`config.mk`:
```
export PLATFORM = sky130hd
export DESIGN_NAME = bezier_path_stepper_core_flat
export DESIGN_NICKNAME = d
export VERILOG_FILES = /design/src/bps_pkg.sv /design/src/bps_ifs.sv /design/src/bps_mix_unit.sv /design/src/bps_point_store.sv /design/src/bps_eval_seq.sv /design/src/bezier_path_stepper_core.sv /design/src/flat_wrapper.sv
export SDC_FILE = /design/constraint.sdc
export NUM_CORES = 2
export LEC_CHECK = 0
export BUFFER_PORTS_ARGS = -buffer_cell sky130_fd_sc_hd__buf_2
export CAP_MARGIN = 15
export CORE_ASPECT_RATIO = 1.4
export CORE_MARGIN = 1.5
export CORE_UTILIZATION = 68
export DETAILED_ROUTE_END_ITERATION = 12
export HOLD_SLACK_MARGIN = 0.06
export PLACE_DENSITY_LB_ADDON = 0.15
export SLEW_MARGIN = 10
export SYNTH_ARGS = -nofsm -noshare
export SYNTH_HDL_FRONTEND = slang
export SYNTH_SLANG_ARGS = --single-unit
```
`constraint.sdc`:
```
create_clock -name clk -period 39.1 [get_ports clk]
set_input_delay 11.73 -clock clk [delete_from_list [all_inputs] [get_ports clk]]
set_output_delay 11.73 -clock clk [all_outputs]
set_load 0.03 [all_outputs]
```
`src/bps_pkg.sv`:
```
// bps_pkg: constants, types, codes and saturation helpers for the bezier path stepper
// used by every file of the block; depends on nothing
`timescale 1ns / 1ps

package bps_pkg;

  localparam int MAX_POINTS = 8;
  localparam int COORD_BITS = 32;
  localparam int IN_BITS    = 32;
  localparam int FRAC       = 16;
  localparam int T_W        = FRAC + 1;
  localparam int CFG_W      = 4;
  localparam int FUNC_W     = 2;
  localparam int PIDX_W     = 3;
  localparam int IDX_W      = $clog2(MAX_POINTS);
  localparam int NCNT_W     = $clog2(MAX_POINTS + 1);
  localparam int SAT_W      = COORD_BITS + 34;

  typedef logic signed [COORD_BITS-1:0] coord_t;
  typedef logic signed [IN_BITS-1:0]    in_coord_t;
  typedef logic [T_W-1:0]               tval_t;
  typedef logic [NCNT_W-1:0]            ncnt_t;
  typedef logic [IDX_W-1:0]             pidx_t;
  typedef coord_t                       coord_vec_t [MAX_POINTS];

  localparam tval_t T_ONE = tval_t'(1 << FRAC);

  localparam logic [SAT_W-1:0] CRD_MAX_U = (SAT_W'(1) << (COORD_BITS - 1)) - SAT_W'(1);
  localparam logic signed [SAT_W-1:0] CRD_MAX_W = $signed(CRD_MAX_U);
  localparam logic signed [SAT_W-1:0] CRD_MIN_W = $signed(~CRD_MAX_U);

  typedef enum logic [1:0] {
    FN_LOAD  = 2'd0,
    FN_EVAL  = 2'd1,
    FN_START = 2'd2,
    FN_STOP  = 2'd3
  } func_t;

  typedef enum logic [1:0] {
    AX_X,
    AX_Y,
    AX_Z
  } axis_t;

  typedef enum logic [1:0] {
    ST_IDLE,
    ST_EVAL,
    ST_WB
  } top_state_t;

  typedef enum logic [1:0] {
    SQ_IDLE,
    SQ_LOAD,
    SQ_MIX,
    SQ_DONE
  } seq_state_t;

  typedef struct packed {
    logic  start;
    ncnt_t n;
    tval_t t;
  } eval_req_t;

  typedef struct packed {
    logic   done;
    coord_t x;
    coord_t y;
    coord_t z;
  } eval_rsp_t;

  typedef struct packed {
    logic   en;
    pidx_t  idx;
    coord_t x;
    coord_t y;
    coord_t z;
  } pt_wr_t;

  function automatic coord_t sat_coord(input logic signed [SAT_W-1:0] v);
    coord_t r;
    priority if (v > CRD_MAX_W) begin
      r = coord_t'(CRD_MAX_W);
    end else if (v < CRD_MIN_W) begin
      r = coord_t'(CRD_MIN_W);
    end else begin
      r = coord_t'(v);
    end
    return r;
  endfunction

  function automatic coord_t in_coord(input in_coord_t v);
    return sat_coord(SAT_W'(v));
  endfunction

  function automatic ncnt_t used_points(input logic [CFG_W-1:0] c);
    ncnt_t r;
    priority if (int'(c) < 2) begin
      r = ncnt_t'(2);
    end else if (int'(c) > MAX_POINTS) begin
      r = ncnt_t'(MAX_POINTS);
    end else begin
      r = ncnt_t'(c);
    end
    return r;
  endfunction

endpackage

```
`src/bps_ifs.sv`:
```
// bps_ifs: valid/ready channel interfaces for input items, results and configuration
// depends on bps_pkg for the coordinate and parameter types
`timescale 1ns / 1ps

interface bps_in_if;
  logic                         valid;
  logic                         ready;
  logic [bps_pkg::FUNC_W-1:0]   func;
  logic [bps_pkg::PIDX_W-1:0]   point_index;
  bps_pkg::in_coord_t           point_x;
  bps_pkg::in_coord_t           point_y;
  bps_pkg::in_coord_t           point_z;
  bps_pkg::tval_t               param_t;

  modport source (output valid, func, point_index, point_x, point_y, point_z, param_t,
                  input ready);
  modport sink (input valid, func, point_index, point_x, point_y, point_z, param_t,
                output ready);
endinterface

interface bps_out_if;
  logic            valid;
  logic            ready;
  bps_pkg::coord_t cur_x;
  bps_pkg::coord_t cur_y;
  bps_pkg::coord_t cur_z;
  bps_pkg::coord_t step_x;
  bps_pkg::coord_t step_y;
  bps_pkg::coord_t step_z;

  modport source (output valid, cur_x, cur_y, cur_z, step_x, step_y, step_z, input ready);
  modport sink (input valid, cur_x, cur_y, cur_z, step_x, step_y, step_z, output ready);
endinterface

interface bps_cfg_if;
  logic                      valid;
  logic                      ready;
  logic [bps_pkg::CFG_W-1:0] point_count;

  modport source (output valid, point_count, input ready);
  modport sink (input valid, point_count, output ready);
endinterface

```
`src/bps_mix_unit.sv`:
```
// bps_mix_unit: shared interpolation unit, round(a*(1-t) + b*t) with halves rounded up
// one subtract, one signed multiply and two adds; depends on bps_pkg
`timescale 1ns / 1ps

module bps_mix_unit (
  input  bps_pkg::coord_t a,
  input  bps_pkg::coord_t b,
  input  bps_pkg::tval_t  t,
  output bps_pkg::coord_t m
);

  localparam int D_W   = bps_pkg::COORD_BITS + 1;
  localparam int ACC_W = bps_pkg::COORD_BITS + bps_pkg::T_W + 2;

  logic signed [D_W-1:0]          d;
  logic signed [bps_pkg::T_W:0]   t_s;
  logic signed [ACC_W-1:0]        prod;
  logic signed [ACC_W-1:0]        acc;

  // a + (b - a) * t, which equals the weighted sum exactly
  assign d    = D_W'(b) - D_W'(a);
  assign t_s  = $signed({1'b0, t});
  assign prod = ACC_W'(d) * ACC_W'(t_s);
  assign acc  = (ACC_W'(a) <<< bps_pkg::FRAC) + prod +
                (ACC_W'(1) <<< (bps_pkg::FRAC - 1));
  assign m    = acc[bps_pkg::COORD_BITS + bps_pkg::FRAC - 1:bps_pkg::FRAC];

endmodule

```
`src/bps_point_store.sv`:
```
// bps_point_store: control point registers for x, y and z, written one point per beat
// all entries cleared at reset; depends on bps_pkg
`timescale 1ns / 1ps

module bps_point_store (
  input  logic                clk,
  input  logic                rst_n,
  input  bps_pkg::pt_wr_t     wr,
  output bps_pkg::coord_vec_t ctrl_x,
  output bps_pkg::coord_vec_t ctrl_y,
  output bps_pkg::coord_vec_t ctrl_z
);

  bps_pkg::coord_vec_t ctrl_x_r, ctrl_x_nxt;
  bps_pkg::coord_vec_t ctrl_y_r, ctrl_y_nxt;
  bps_pkg::coord_vec_t ctrl_z_r, ctrl_z_nxt;

  always_comb begin
    ctrl_x_nxt = ctrl_x_r;
    ctrl_y_nxt = ctrl_y_r;
    ctrl_z_nxt = ctrl_z_r;
    for (int k = 0; k < bps_pkg::MAX_POINTS; k++) begin
      if (wr.en && (wr.idx == bps_pkg::pidx_t'(k))) begin
        ctrl_x_nxt[k] = wr.x;
        ctrl_y_nxt[k] = wr.y;
        ctrl_z_nxt[k] = wr.z;
      end
    end
  end

  always_ff @(posedge clk) begin
    if (!rst_n) begin
      for (int k = 0; k < bps_pkg::MAX_POINTS; k++) begin
        ctrl_x_r[k] <= '0;
        ctrl_y_r[k] <= '0;
        ctrl_z_r[k] <= '0;
      end
    end else begin
      ctrl_x_r <= ctrl_x_nxt;
      ctrl_y_r <= ctrl_y_nxt;
      ctrl_z_r <= ctrl_z_nxt;
    end
  end

  assign ctrl_x = ctrl_x_r;
  assign ctrl_y = ctrl_y_r;
  assign ctrl_z = ctrl_z_r;

endmodule

```
`src/bps_eval_seq.sv`:
```
// bps_eval_seq: de casteljau sequencer, one interpolation per cycle while mixing, through a work queue
// runs x, y then z on the shared bps_mix_unit; depends on bps_pkg and bps_mix_unit
`timescale 1ns / 1ps

module bps_eval_seq (
  input  logic                clk,
  input  logic                rst_n,
  input  bps_pkg::eval_req_t  req,
  input  bps_pkg::coord_vec_t ctrl_x,
  input  bps_pkg::coord_vec_t ctrl_y,
  input  bps_pkg::coord_vec_t ctrl_z,
  output bps_pkg::eval_rsp_t  rsp
);

  bps_pkg::seq_state_t state_r, state_nxt;
  bps_pkg::axis_t      axis_r, axis_nxt;
  bps_pkg::ncnt_t      q_r, q_nxt;
  bps_pkg::ncnt_t      j_r, j_nxt;
  bps_pkg::ncnt_t      n_r, n_nxt;
  bps_pkg::tval_t      t_r, t_nxt;
  bps_pkg::coord_vec_t w_r, w_nxt;
  bps_pkg::coord_t     res_x_r, res_x_nxt;
  bps_pkg::coord_t     res_y_r, res_y_nxt;
  bps_pkg::coord_t     res_z_r, res_z_nxt;
  bps_pkg::coord_t     w_ext [bps_pkg::MAX_POINTS + 2];
  bps_pkg::coord_t     mix_m;
  logic                last_mix;

  bps_mix_unit u_mix (
    .a (w_r[0]),
    .b (w_r[1]),
    .t (t_r),
    .m (mix_m)
  );

  always_comb begin
    for (int k = 0; k < bps_pkg::MAX_POINTS; k++) begin
      w_ext[k] = w_r[k];
    end
    w_ext[bps_pkg::MAX_POINTS]     = '0;
    w_ext[bps_pkg::MAX_POINTS + 1] = '0;
  end

  assign last_mix = (j_r == (q_r - bps_pkg::ncnt_t'(1)));

  always_comb begin
    state_nxt = state_r;
    axis_nxt  = axis_r;
    q_nxt     = q_r;
    j_nxt     = j_r;
    n_nxt     = n_r;
    t_nxt     = t_r;
    w_nxt     = w_r;
    res_x_nxt = res_x_r;
    res_y_nxt = res_y_r;
    res_z_nxt = res_z_r;
    rsp.done  = 1'b0;
    rsp.x     = res_x_r;
    rsp.y     = res_y_r;
    rsp.z     = res_z_r;
    unique case (state_r)
      bps_pkg::SQ_IDLE: begin
        if (req.start) begin
          n_nxt     = req.n;
          t_nxt     = req.t;
          axis_nxt  = bps_pkg::AX_X;
          state_nxt = bps_pkg::SQ_LOAD;
        end
      end
      bps_pkg::SQ_LOAD: begin
        unique case (axis_r)
          bps_pkg::AX_X: w_nxt = ctrl_x;
          bps_pkg::AX_Y: w_nxt = ctrl_y;
          bps_pkg::AX_Z: w_nxt = ctrl_z;
          default:       w_nxt = ctrl_z;
        endcase
        q_nxt     = n_r;
        j_nxt     = bps_pkg::ncnt_t'(1);
        state_nxt = bps_pkg::SQ_MIX;
      end
      bps_pkg::SQ_MIX: begin
        if (!last_mix) begin
          // pop head, append new value at the tail of the level
          for (int k = 0; k < bps_pkg::MAX_POINTS; k++) begin
            w_nxt[k] = (bps_pkg::ncnt_t'(k) == (q_r - bps_pkg::ncnt_t'(1))) ?
                       mix_m : w_ext[k + 1];
          end
          j_nxt = j_r + bps_pkg::ncnt_t'(1);
        end else begin
          // last mix of a level also drops the leftover entry
          for (int k = 0; k < bps_pkg::MAX_POINTS; k++) begin
            w_nxt[k] = (bps_pkg::ncnt_t'(k) == (q_r - bps_pkg::ncnt_t'(2))) ?
                       mix_m : w_ext[k + 2];
          end
          q_nxt = q_r - bps_pkg::ncnt_t'(1);
          j_nxt = bps_pkg::ncnt_t'(1);
          if (q_r == bps_pkg::ncnt_t'(2)) begin
            unique case (axis_r)
              bps_pkg::AX_X: begin
                res_x_nxt = mix_m;
                axis_nxt  = bps_pkg::AX_Y;
                state_nxt = bps_pkg::SQ_LOAD;
              end
              bps_pkg::AX_Y: begin
                res_y_nxt = mix_m;
                axis_nxt  = bps_pkg::AX_Z;
                state_nxt = bps_pkg::SQ_LOAD;
              end
              default: begin
                res_z_nxt = mix_m;
                state_nxt = bps_pkg::SQ_DONE;
              end
            endcase
          end
        end
      end
      bps_pkg::SQ_DONE: begin
        rsp.done  = 1'b1;
        state_nxt = bps_pkg::SQ_IDLE;
      end
    endcase
  end

  always_ff @(posedge clk) begin
    if (!rst_n) begin
      state_r <= bps_pkg::SQ_IDLE;
      axis_r  <= bps_pkg::AX_X;
      q_r     <= '0;
      j_r     <= '0;
    end else begin
      state_r <= state_nxt;
      axis_r  <= axis_nxt;
      q_r     <= q_nxt;
      j_r     <= j_nxt;
    end
  end

  always_ff @(posedge clk) begin
    n_r     <= n_nxt;
    t_r     <= t_nxt;
    w_r     <= w_nxt;
    res_x_r <= res_x_nxt;
    res_y_r <= res_y_nxt;
    res_z_r <= res_z_nxt;
  end

endmodule

```
`src/bezier_path_stepper_core.sv`:
```
// bezier_path_stepper_core: steps a point along a 3d bezier curve of up to eight points
// load, start and stop beats take effect at acceptance and the block is ready next cycle
// evaluate: result valid once the sequencer has run x, y then z (n points) and written back,
// one mix per cycle while mixing, on the single interpolation multiplier
// the next beat is taken once the result is in the output register
// reset (synchronous, rst_n low) clears points, current point and step, count to 2
`timescale 1ns / 1ps

module bezier_path_stepper_core (
  input logic       clk,
  input logic       rst_n,
  bps_in_if.sink    in_if,
  bps_out_if.source out_if,
  bps_cfg_if.sink   cfg_if
);

  bps_pkg::top_state_t        state_r, state_nxt;
  logic [bps_pkg::CFG_W-1:0]  point_count_r, point_count_nxt;
  bps_pkg::coord_t            now_x_r, now_x_nxt;
  bps_pkg::coord_t            now_y_r, now_y_nxt;
  bps_pkg::coord_t            now_z_r, now_z_nxt;
  bps_pkg::coord_t            diff_x_r, diff_x_nxt;
  bps_pkg::coord_t            diff_y_r, diff_y_nxt;
  bps_pkg::coord_t            diff_z_r, diff_z_nxt;
  bps_pkg::coord_t            cur_x_r, cur_x_nxt;
  bps_pkg::coord_t            cur_y_r, cur_y_nxt;
  bps_pkg::coord_t            cur_z_r, cur_z_nxt;
  bps_pkg::coord_t            step_x_r, step_x_nxt;
  bps_pkg::coord_t            step_y_r, step_y_nxt;
  bps_pkg::coord_t            step_z_r, step_z_nxt;
  logic                       out_valid_r, out_valid_nxt;

  logic                in_acc;
  logic                cfg_acc;
  bps_pkg::func_t      in_func;
  bps_pkg::pt_wr_t     pt_wr;
  bps_pkg::eval_req_t  req;
  bps_pkg::eval_rsp_t  rsp;
  bps_pkg::coord_vec_t ctrl_x;
  bps_pkg::coord_vec_t ctrl_y;
  bps_pkg::coord_vec_t ctrl_z;

  assign in_if.ready  = (state_r == bps_pkg::ST_IDLE);
  assign cfg_if.ready = 1'b1;
  assign in_acc       = in_if.valid && in_if.ready;
  assign cfg_acc      = cfg_if.valid && cfg_if.ready;
  assign in_func      = bps_pkg::func_t'(in_if.func);

  assign pt_wr.en  = in_acc && (in_func == bps_pkg::FN_LOAD) &&
                     (int'(in_if.point_index) < bps_pkg::MAX_POINTS);
  assign pt_wr.idx = bps_pkg::pidx_t'(in_if.point_index);
  assign pt_wr.x   = bps_pkg::in_coord(in_if.point_x);
  assign pt_wr.y   = bps_pkg::in_coord(in_if.point_y);
  assign pt_wr.z   = bps_pkg::in_coord(in_if.point_z);

  assign req.start = in_acc && (in_func == bps_pkg::FN_EVAL) &&
                     (in_if.param_t <= bps_pkg::T_ONE);
  assign req.n     = bps_pkg::used_points(point_count_r);
  assign req.t     = in_if.param_t;

  bps_point_store u_store (
    .clk    (clk),
    .rst_n  (rst_n),
    .wr     (pt_wr),
    .ctrl_x (ctrl_x),
    .ctrl_y (ctrl_y),
    .ctrl_z (ctrl_z)
  );

  bps_eval_seq u_seq (
    .clk    (clk),
    .rst_n  (rst_n),
    .req    (req),
    .ctrl_x (ctrl_x),
    .ctrl_y (ctrl_y),
    .ctrl_z (ctrl_z),
    .rsp    (rsp)
  );

  assign point_count_nxt = cfg_acc ? cfg_if.point_count : point_count_r;

  always_comb begin
    state_nxt     = state_r;
    now_x_nxt     = now_x_r;
    now_y_nxt     = now_y_r;
    now_z_nxt     = now_z_r;
    diff_x_nxt    = diff_x_r;
    diff_y_nxt    = diff_y_r;
    diff_z_nxt    = diff_z_r;
    cur_x_nxt     = cur_x_r;
    cur_y_nxt     = cur_y_r;
    cur_z_nxt     = cur_z_r;
    step_x_nxt    = step_x_r;
    step_y_nxt    = step_y_r;
    step_z_nxt    = step_z_r;
    out_valid_nxt = out_valid_r;
    if (out_valid_r && out_if.ready) begin
      out_valid_nxt = 1'b0;
    end
    unique case (state_r)
      bps_pkg::ST_IDLE: begin
        if (in_acc) begin
          unique case (in_func)
            bps_pkg::FN_LOAD: ;
            bps_pkg::FN_EVAL: begin
              if (req.start) begin
                state_nxt = bps_pkg::ST_EVAL;
              end
            end
            bps_pkg::FN_START: begin
              now_x_nxt = ctrl_x[0];
              now_y_nxt = ctrl_y[0];
              now_z_nxt = ctrl_z[0];
            end
            bps_pkg::FN_STOP: begin
              now_x_nxt  = ctrl_x[0];
              now_y_nxt  = ctrl_y[0];
              now_z_nxt  = ctrl_z[0];
              diff_x_nxt = '0;
              diff_y_nxt = '0;
              diff_z_nxt = '0;
            end
          endcase
        end
      end
      bps_pkg::ST_EVAL: begin
        if (rsp.done) begin
          state_nxt = bps_pkg::ST_WB;
        end
      end
      bps_pkg::ST_WB: begin
        // wait for the output register to free up
        if (!out_valid_r || out_if.ready) begin
          diff_x_nxt    = bps_pkg::sat_coord(bps_pkg::SAT_W'(rsp.x) -
                                             bps_pkg::SAT_W'(now_x_r));
          diff_y_nxt    = bps_pkg::sat_coord(bps_pkg::SAT_W'(rsp.y) -
                                             bps_pkg::SAT_W'(now_y_r));
          diff_z_nxt    = bps_pkg::sat_coord(bps_pkg::SAT_W'(rsp.z) -
                                             bps_pkg::SAT_W'(now_z_r));
          now_x_nxt     = rsp.x;
          now_y_nxt     = rsp.y;
          now_z_nxt     = rsp.z;
          cur_x_nxt     = rsp.x;
          cur_y_nxt     = rsp.y;
          cur_z_nxt     = rsp.z;
          step_x_nxt    = diff_x_nxt;
          step_y_nxt    = diff_y_nxt;
          step_z_nxt    = diff_z_nxt;
          out_valid_nxt = 1'b1;
          state_nxt     = bps_pkg::ST_IDLE;
        end
      end
      default: begin
        state_nxt = bps_pkg::ST_IDLE;
      end
    endcase
  end

  always_ff @(posedge clk) begin
    if (!rst_n) begin
      state_r       <= bps_pkg::ST_IDLE;
      point_count_r <= bps_pkg::CFG_W'(2);
      now_x_r       <= '0;
      now_y_r       <= '0;
      now_z_r       <= '0;
      diff_x_r      <= '0;
      diff_y_r      <= '0;
      diff_z_r      <= '0;
      out_valid_r   <= 1'b0;
    end else begin
      state_r       <= state_nxt;
      point_count_r <= point_count_nxt;
      now_x_r       <= now_x_nxt;
      now_y_r       <= now_y_nxt;
      now_z_r       <= now_z_nxt;
      diff_x_r      <= diff_x_nxt;
      diff_y_r      <= diff_y_nxt;
      diff_z_r      <= diff_z_nxt;
      out_valid_r   <= out_valid_nxt;
    end
  end

  always_ff @(posedge clk) begin
    cur_x_r  <= cur_x_nxt;
    cur_y_r  <= cur_y_nxt;
    cur_z_r  <= cur_z_nxt;
    step_x_r <= step_x_nxt;
    step_y_r <= step_y_nxt;
    step_z_r <= step_z_nxt;
  end

  assign out_if.valid  = out_valid_r;
  assign out_if.cur_x  = cur_x_r;
  assign out_if.cur_y  = cur_y_r;
  assign out_if.cur_z  = cur_z_r;
  assign out_if.step_x = step_x_r;
  assign out_if.step_y = step_y_r;
  assign out_if.step_z = step_z_r;

  a_done_in_eval: assert property (@(posedge clk) disable iff (!rst_n)
    rsp.done |-> state_r == bps_pkg::ST_EVAL)
    else $error("sequencer finished outside an evaluation");

  a_out_from_wb: assert property (@(posedge clk) disable iff (!rst_n)
    $rose(out_valid_r) |-> $past(state_r) == bps_pkg::ST_WB)
    else $error("result beat raised without a write-back");

  a_bad_t_dropped: assert property (@(posedge clk) disable iff (!rst_n)
    (in_acc && in_func == bps_pkg::FN_EVAL && in_if.param_t > bps_pkg::T_ONE)
    |=> state_r == bps_pkg::ST_IDLE)
    else $error("evaluate with t above one was not dropped");

endmodule

```
`src/flat_wrapper.sv`:
```
// flat-port wrapper written by rule: the top's interface ports become plain ports
module bezier_path_stepper_core_flat 
  (clk, rst_n, in_if_valid, in_if_func, in_if_point_index, in_if_point_x, in_if_point_y, in_if_point_z, in_if_param_t, in_if_ready, out_if_valid, out_if_cur_x, out_if_cur_y, out_if_cur_z, out_if_step_x, out_if_step_y, out_if_step_z, out_if_ready, cfg_if_valid, cfg_if_point_count, cfg_if_ready);
  bps_in_if in_if_i ();
  bps_out_if out_if_i ();
  bps_cfg_if cfg_if_i ();
  input logic clk;
  input logic rst_n;
  input wire logic [$bits(in_if_i.valid)-1:0] in_if_valid;
  input wire logic [$bits(in_if_i.func)-1:0] in_if_func;
  input wire logic [$bits(in_if_i.point_index)-1:0] in_if_point_index;
  input wire logic [$bits(in_if_i.point_x)-1:0] in_if_point_x;
  input wire logic [$bits(in_if_i.point_y)-1:0] in_if_point_y;
  input wire logic [$bits(in_if_i.point_z)-1:0] in_if_point_z;
  input wire logic [$bits(in_if_i.param_t)-1:0] in_if_param_t;
  output wire logic [$bits(in_if_i.ready)-1:0] in_if_ready;
  output wire logic [$bits(out_if_i.valid)-1:0] out_if_valid;
  output wire logic [$bits(out_if_i.cur_x)-1:0] out_if_cur_x;
  output wire logic [$bits(out_if_i.cur_y)-1:0] out_if_cur_y;
  output wire logic [$bits(out_if_i.cur_z)-1:0] out_if_cur_z;
  output wire logic [$bits(out_if_i.step_x)-1:0] out_if_step_x;
  output wire logic [$bits(out_if_i.step_y)-1:0] out_if_step_y;
  output wire logic [$bits(out_if_i.step_z)-1:0] out_if_step_z;
  input wire logic [$bits(out_if_i.ready)-1:0] out_if_ready;
  input wire logic [$bits(cfg_if_i.valid)-1:0] cfg_if_valid;
  input wire logic [$bits(cfg_if_i.point_count)-1:0] cfg_if_point_count;
  output wire logic [$bits(cfg_if_i.ready)-1:0] cfg_if_ready;
  assign in_if_i.valid = in_if_valid;
  assign in_if_i.func = in_if_func;
  assign in_if_i.point_index = in_if_point_index;
  assign in_if_i.point_x = in_if_point_x;
  assign in_if_i.point_y = in_if_point_y;
  assign in_if_i.point_z = in_if_point_z;
  assign in_if_i.param_t = in_if_param_t;
  assign in_if_ready = in_if_i.ready;
  assign out_if_valid = out_if_i.valid;
  assign out_if_cur_x = out_if_i.cur_x;
  assign out_if_cur_y = out_if_i.cur_y;
  assign out_if_cur_z = out_if_i.cur_z;
  assign out_if_step_x = out_if_i.step_x;
  assign out_if_step_y = out_if_i.step_y;
  assign out_if_step_z = out_if_i.step_z;
  assign out_if_i.ready = out_if_ready;
  assign cfg_if_i.valid = cfg_if_valid;
  assign cfg_if_i.point_count = cfg_if_point_count;
  assign cfg_if_ready = cfg_if_i.ready;
  bezier_path_stepper_core u_core (.clk(clk), .rst_n(rst_n), .in_if(in_if_i), .out_if(out_if_i), .cfg_if(cfg_if_i));
endmodule
```
## Yosys cells after proc, flatten, opt, wreduce, memory -nomap -nowiden

Cells that the tools add are included.

| storage, ports and cells | value |
|---|---|
| flip-flop bits (word level) | 1448 |
| bits of input ports | 127 |
| output and inout bits | 195 |
| word-level logic and storage cells | 224 |

| cells by class | value |
|---|---|
| $add $sub $neg | 9 |
| $mul | 1 |
| order comparisons | 15 |
| equality and inequality tests | 42 |
| multiplexer cells | 64 |
| bitwise gates (word level) | 1 |
| reduce and logical (&&, ||, !) cells | 38 |

Operators with widths:

| operator | count |
|---|---|
| 2-to-1 mux 32 bit | 34 |
| case mux 256 bit (2 select lines) | 2 |
| 2-to-1 mux 256 bit | 1 |
| > comparator 66 x 32 -> 1 bit, second input constant | 3 |
| less-than comparator 66 x 32 -> 1 bit, second input constant | 3 |
| case mux 32 bit (2 select lines) | 3 |
| subtractor 32 x 32 -> 33 bit | 4 |
| > comparator 32 bit, second input constant | 3 |
| less-than comparator 32 bit, second input constant | 3 |
| adder 48 x 17 -> 48 bit, second input constant | 1 |
| adder 48 bit | 1 |
| multiplier 33 x 18 -> 48 bit | 1 |
| equality test 3 x 4 -> 1 bit, first input constant | 8 |
| 2-to-1 mux 2 bit | 11 |
| <= comparator 17 bit, second input constant | 1 |
| equality test 2 x 4 -> 1 bit, first input constant | 4 |
| case mux 4 bit (2 select lines) | 2 |
| AND reduction 4 bit | 4 |
| logical AND 1 bit | 13 |
| equality test 3 bit, second input constant | 4 |
| 2-to-1 mux 4 bit | 3 |
| inequality test 2 bit, second input constant | 6 |
| equality test 2 bit, second input constant | 5 |
| AND reduction 5 bit | 2 |
| 27 further kinds | 48 |

## Longest topological paths before layout

| logic depth | value |
|---|---|
| depth in word-level cells | 8 |
| mapped depth | 37 |
| mapped depth without buffers | 36 |

## By module

A second synthesis with hierarchy kept.

| second synthesis, totals | value |
|---|---|
| cells, all modules | 9412 |
| area total of the unflattened synthesis | 91868.1 um^2 |

Modules (own cells, without submodules):

| module | instances | cells an instance | area each (um^2) |
|---|---|---|---|
| bps_point_store | 1 | 2592 | 27516.4 |
| bps_eval_seq | 1 | 2681 | 26883.3 |
| bps_mix_unit | 1 | 2348 | 20798.7 |
| bezier_path_stepper_core | 1 | 1791 | 16669.7 |

## Least setup slack after synthesis

Ideal clock, no wire load.

| timing path | value |
|---|---|
| kind | in2reg |
| from | input port out_if_ready |
| to | register u_core.cur_x_r[0] (netlist: u_core.out_if.cur_x[0]), enable pin |
| arrival time | 24716 ps |
| setup slack | 13404 ps |
| stages | 2 |
| path buffers | 0 |
| path through | nor2b_1 -> nor3_1 |

| between the ends | value |
|---|---|
| longest elaborated chain between the ends | 2 |

Ends and longest elaborated chain:

| element | RTL line | source |
|---|---|---|
| from (decl) | flat_wrapper.sv:24 | `input wire logic [$bits(out_if_i.ready)-1:0] out_if_ready;` |
| logical OR 1 bit | bezier_path_stepper_core.sv:133 | `if (!out_valid_r \|\| out_if.ready) begin` |
| AND reduction 2 bit (no line) | -- |  |
| to (signal assigned) | bezier_path_stepper_core.sv:184 | `cur_x_r <= cur_x_nxt;` |
| to (decl) | bezier_path_stepper_core.sv:25 | `bps_pkg::coord_t cur_x_r, cur_x_nxt;` |

Every way passes these cells.
A chain may end at the register's enable or synchronous reset.

## Worst setup path after layout

| timing path | value |
|---|---|
| from | input port in_if_func[0] |
| to | register u_core.u_store.ctrl_y_r (netlist bit u_core.u_store.ctrl_y[6]) |

| between the ends | value |
|---|---|
| longest elaborated chain between the ends | 3 |

Ends and longest elaborated chain:

| element | RTL line | source |
|---|---|---|
| from (decl) | flat_wrapper.sv:10 | `input wire logic [$bits(in_if_i.func)-1:0] in_if_func;` |
| zero test 2 bit | bezier_path_stepper_core.sv:49 | `assign pt_wr.en = in_acc && (in_func == bps_pkg::FN_LOAD) &&` |
| logical AND 1 bit | bezier_path_stepper_core.sv:49 |  |
| logical AND 1 bit | bps_point_store.sv:23 | `if (wr.en && (wr.idx == bps_pkg::pidx_t'(k))) begin` |
| to (signal assigned) | bps_point_store.sv:40 | `ctrl_y_r <= ctrl_y_nxt;` |
| to (decl) | bps_point_store.sv:15 | `bps_pkg::coord_vec_t ctrl_y_r, ctrl_y_nxt;` |

Every way passes these cells.

==> metrics <==
maximum number of pins on one net before global-route repair 262; clk_skew roughly 0.025 ns; Crit Path Class in2reg; core area 130600 um2; Die Y between 400 and 500 um; WL/cell between 20 and 25 um; via count around 73000; RSZ-0062 raised after global routing false; die area between 100000 and 150000 um2; CTS Hold Bufs 0; clock-pin slew on the worst setup and hold paths around 0.06 ns; clock latency on the worst-skew pair 0.82 ns; TNS Setup 0 ns; fin worst setup slack about 25 ns; Root Buffer clkbuf_16; min Tclk post-route between 10 and 15 ns; share of the synthesized area in the top cell type 0.1975; vias in the first global route 71494; Seq/Total Area, Yosys 0.3870; Ys Warns 0; most frequent cells after synthesis nand2_1, dfxtp_1, inv_1; Hold Crit Class reg2reg; # Max-Cap Violations 0; Mapped Nets approximately 11000; # resized after CTS 0; detailed-route wire length approximately 290 mm; Setup Fix Bufs, Post-CTS 0; Fin. Hold Viols 0; Slew Limit Fails 0; Tot GR Track Use 0.4316; aggregate global routing overflow 0; number of flops mapped to enable cells by yosys 565; top-count cell post-synth nand2_1; port bufs 320; Primary FF master, synth dfxtp_1; startpoint types input pin; Ports 322; RD Place Congestion 1.046; Initial DRT Pass Iterations 7; antenna violations before repair 23; Max Root-Sink Buffers 3; Post-synth ARST share 0; crit path DAT about 15 ns; clock sinks 1448; biggest area consumer among synthesized cells dfxtp_1; design area 96590 um2; Setup-failing EPs final 0; Yosys reg bits approximately 1400; antenna-violating nets left 0; initial core utilization 0.6853; Post-Syn Instances 9852; average cell area after synthesis between 9 and 10 um2; DRT iter0 DRCs a little over 8000; Vias/cell approximately 6.3; multi-input logic area between 40000 and 50000 um2; Synth area leaders dfxtp_1, edfxtp_1, fa_1; worst-path fanout max between 50 and 60; Synth Cell Area 89520 um2; die width 309.7 um; DRC viols 0; Cell variety after synth 88; pre-CTS setup slack about 24 ns; outcome finished, final reports clean; # rows approximately 160; share of cells above drive strength 1 0.08150; CTS tree done; Storage cell area roughly 35000 um2; final hold slack around 0.46 ns; CP required approximately 40 ns; htree depth 4; Rel. slew slack 0.1869; clock buffer count from CTS between 100 and 150; crit path capture type flip-flop; first-pass GRT wire length between 400 and 500 mm; part of the cycle the worst path needs 0.3670; Max Clock Freq 69.69 MHz; Filler Cells Inserted approximately 9700; worst slew pin tran about 1.2 ns; Area Overhead vs Synth 7.892%; placed cell areas 91720 um2; Post-DP HPWL around 200 mm; Total Nets Final around 11000
[cell type report]
class                           count  share of cell area
Inverter                          839             0.03260
Tap cell                         1749             0.02266
Multi-Input combinational cell   6837              0.5084
Clock buffer                      208             0.04355
Timing Repair Buffer              458             0.02836
Clock inverter                     51            0.005259
Antenna cell                       15           0.0003886
Sequential cell                  1448              0.3587
[worst max-delay path: stages]
cell and delay (ns):
buf_2 0.12, nor4bb_2 0.87, buf_4 0.26, nand2_1 0.18, nor2_4 0.82, buf_4 0.69
nand2_1 0.11, a21boi_0 0.19
[state kept, by name (all words and copies together) (netlist names), 4 cells and up]
name,cells
u_core.now_x_r,32
u_core.now_y_r,32
u_core.u_store.ctrl_y,256
u_core.point_count_r,4
u_core.u_store.ctrl_x,256
u_core.out_if.cur_x,32
u_core.u_seq.res_y_r,32
u_core.u_seq.res_x_r,32
u_core.u_seq.t_r,17
u_core.u_seq.w_ext,256
u_core.out_if.cur_z,32
u_core.out_if.cur_y,32
u_core.out_if.step_x,32
u_core.u_seq.res_z_r,32
u_core.now_z_r,32
u_core.u_seq.q_r,4
u_core.u_store.ctrl_z,256
u_core.out_if.step_y,32
u_core.u_seq.j_r,4
u_core.out_if.step_z,32
u_core.u_seq.n_r,4
[metal layers]
metal	vias to the layer above	share of wire	global-route usage	routed length, um
met1	35547	0.35	0.5143	101200
li1	32445	-	-	-
met5	-	0.00029	0	84
met2	4083	0.46	0.6778	133600
met4	12	0.084	0.3189	24360
met3	1072	0.10	0.1057	29730
[cells by family after synthesis]
group                      share of synthesized area
muxes                                        0.04486
DFF                                           0.3870
xor gates and xnor gates                     0.01574
and+or+nand+nor                               0.1516
AOI/OAI and AO/OA                             0.1715
other                                     0.00004189
buffers and inverters                        0.06911
adders and majority gates                     0.1601
[path summary, 6_finish.rpt]
kind,start,to,slack [ns],depth (start not counted)
setup reg to reg,u_core.u_seq.w_ext[289],u_core.u_seq.res_x_r[22],27.29,34
hold / removal,u_core.u_store.ctrl_z[91],u_core.u_store.ctrl_z[91],0.46,2
setup / recovery,in_if_func[0],u_core.u_store.ctrl_y[6],24.75,8
hold reg to reg,u_core.u_store.ctrl_z[91],u_core.u_store.ctrl_z[91],0.46,2
[cell usage in the layout, fill, tap and decap left out, types with 98 or more instances in the layout]
master and count:
nand2_1 2122, dfxtp_1 881, inv_1 839, a21boi_0 774, edfxtp_1 565, fa_1 550, nor2_1 488, a21oi_1 421
mux2i_1 381, o21ai_0 373, buf_2 319, and2_1 289, ha_1 259, clkbuf_16 146, a221oi_1 138, buf_4 128
o211a_1 98
[through the flow]
step	util	std cells
final	0.7394	11605
after global routing	0.7392	11593
after CTS	0.7382	11581
after detailed placement	0.7021	11322
after global placement	0.7021	11322
after floorplan	-	9852
Power is not shown: default switching activity piles up to over one toggle a cycle in this logic, so the estimate is an artifact.
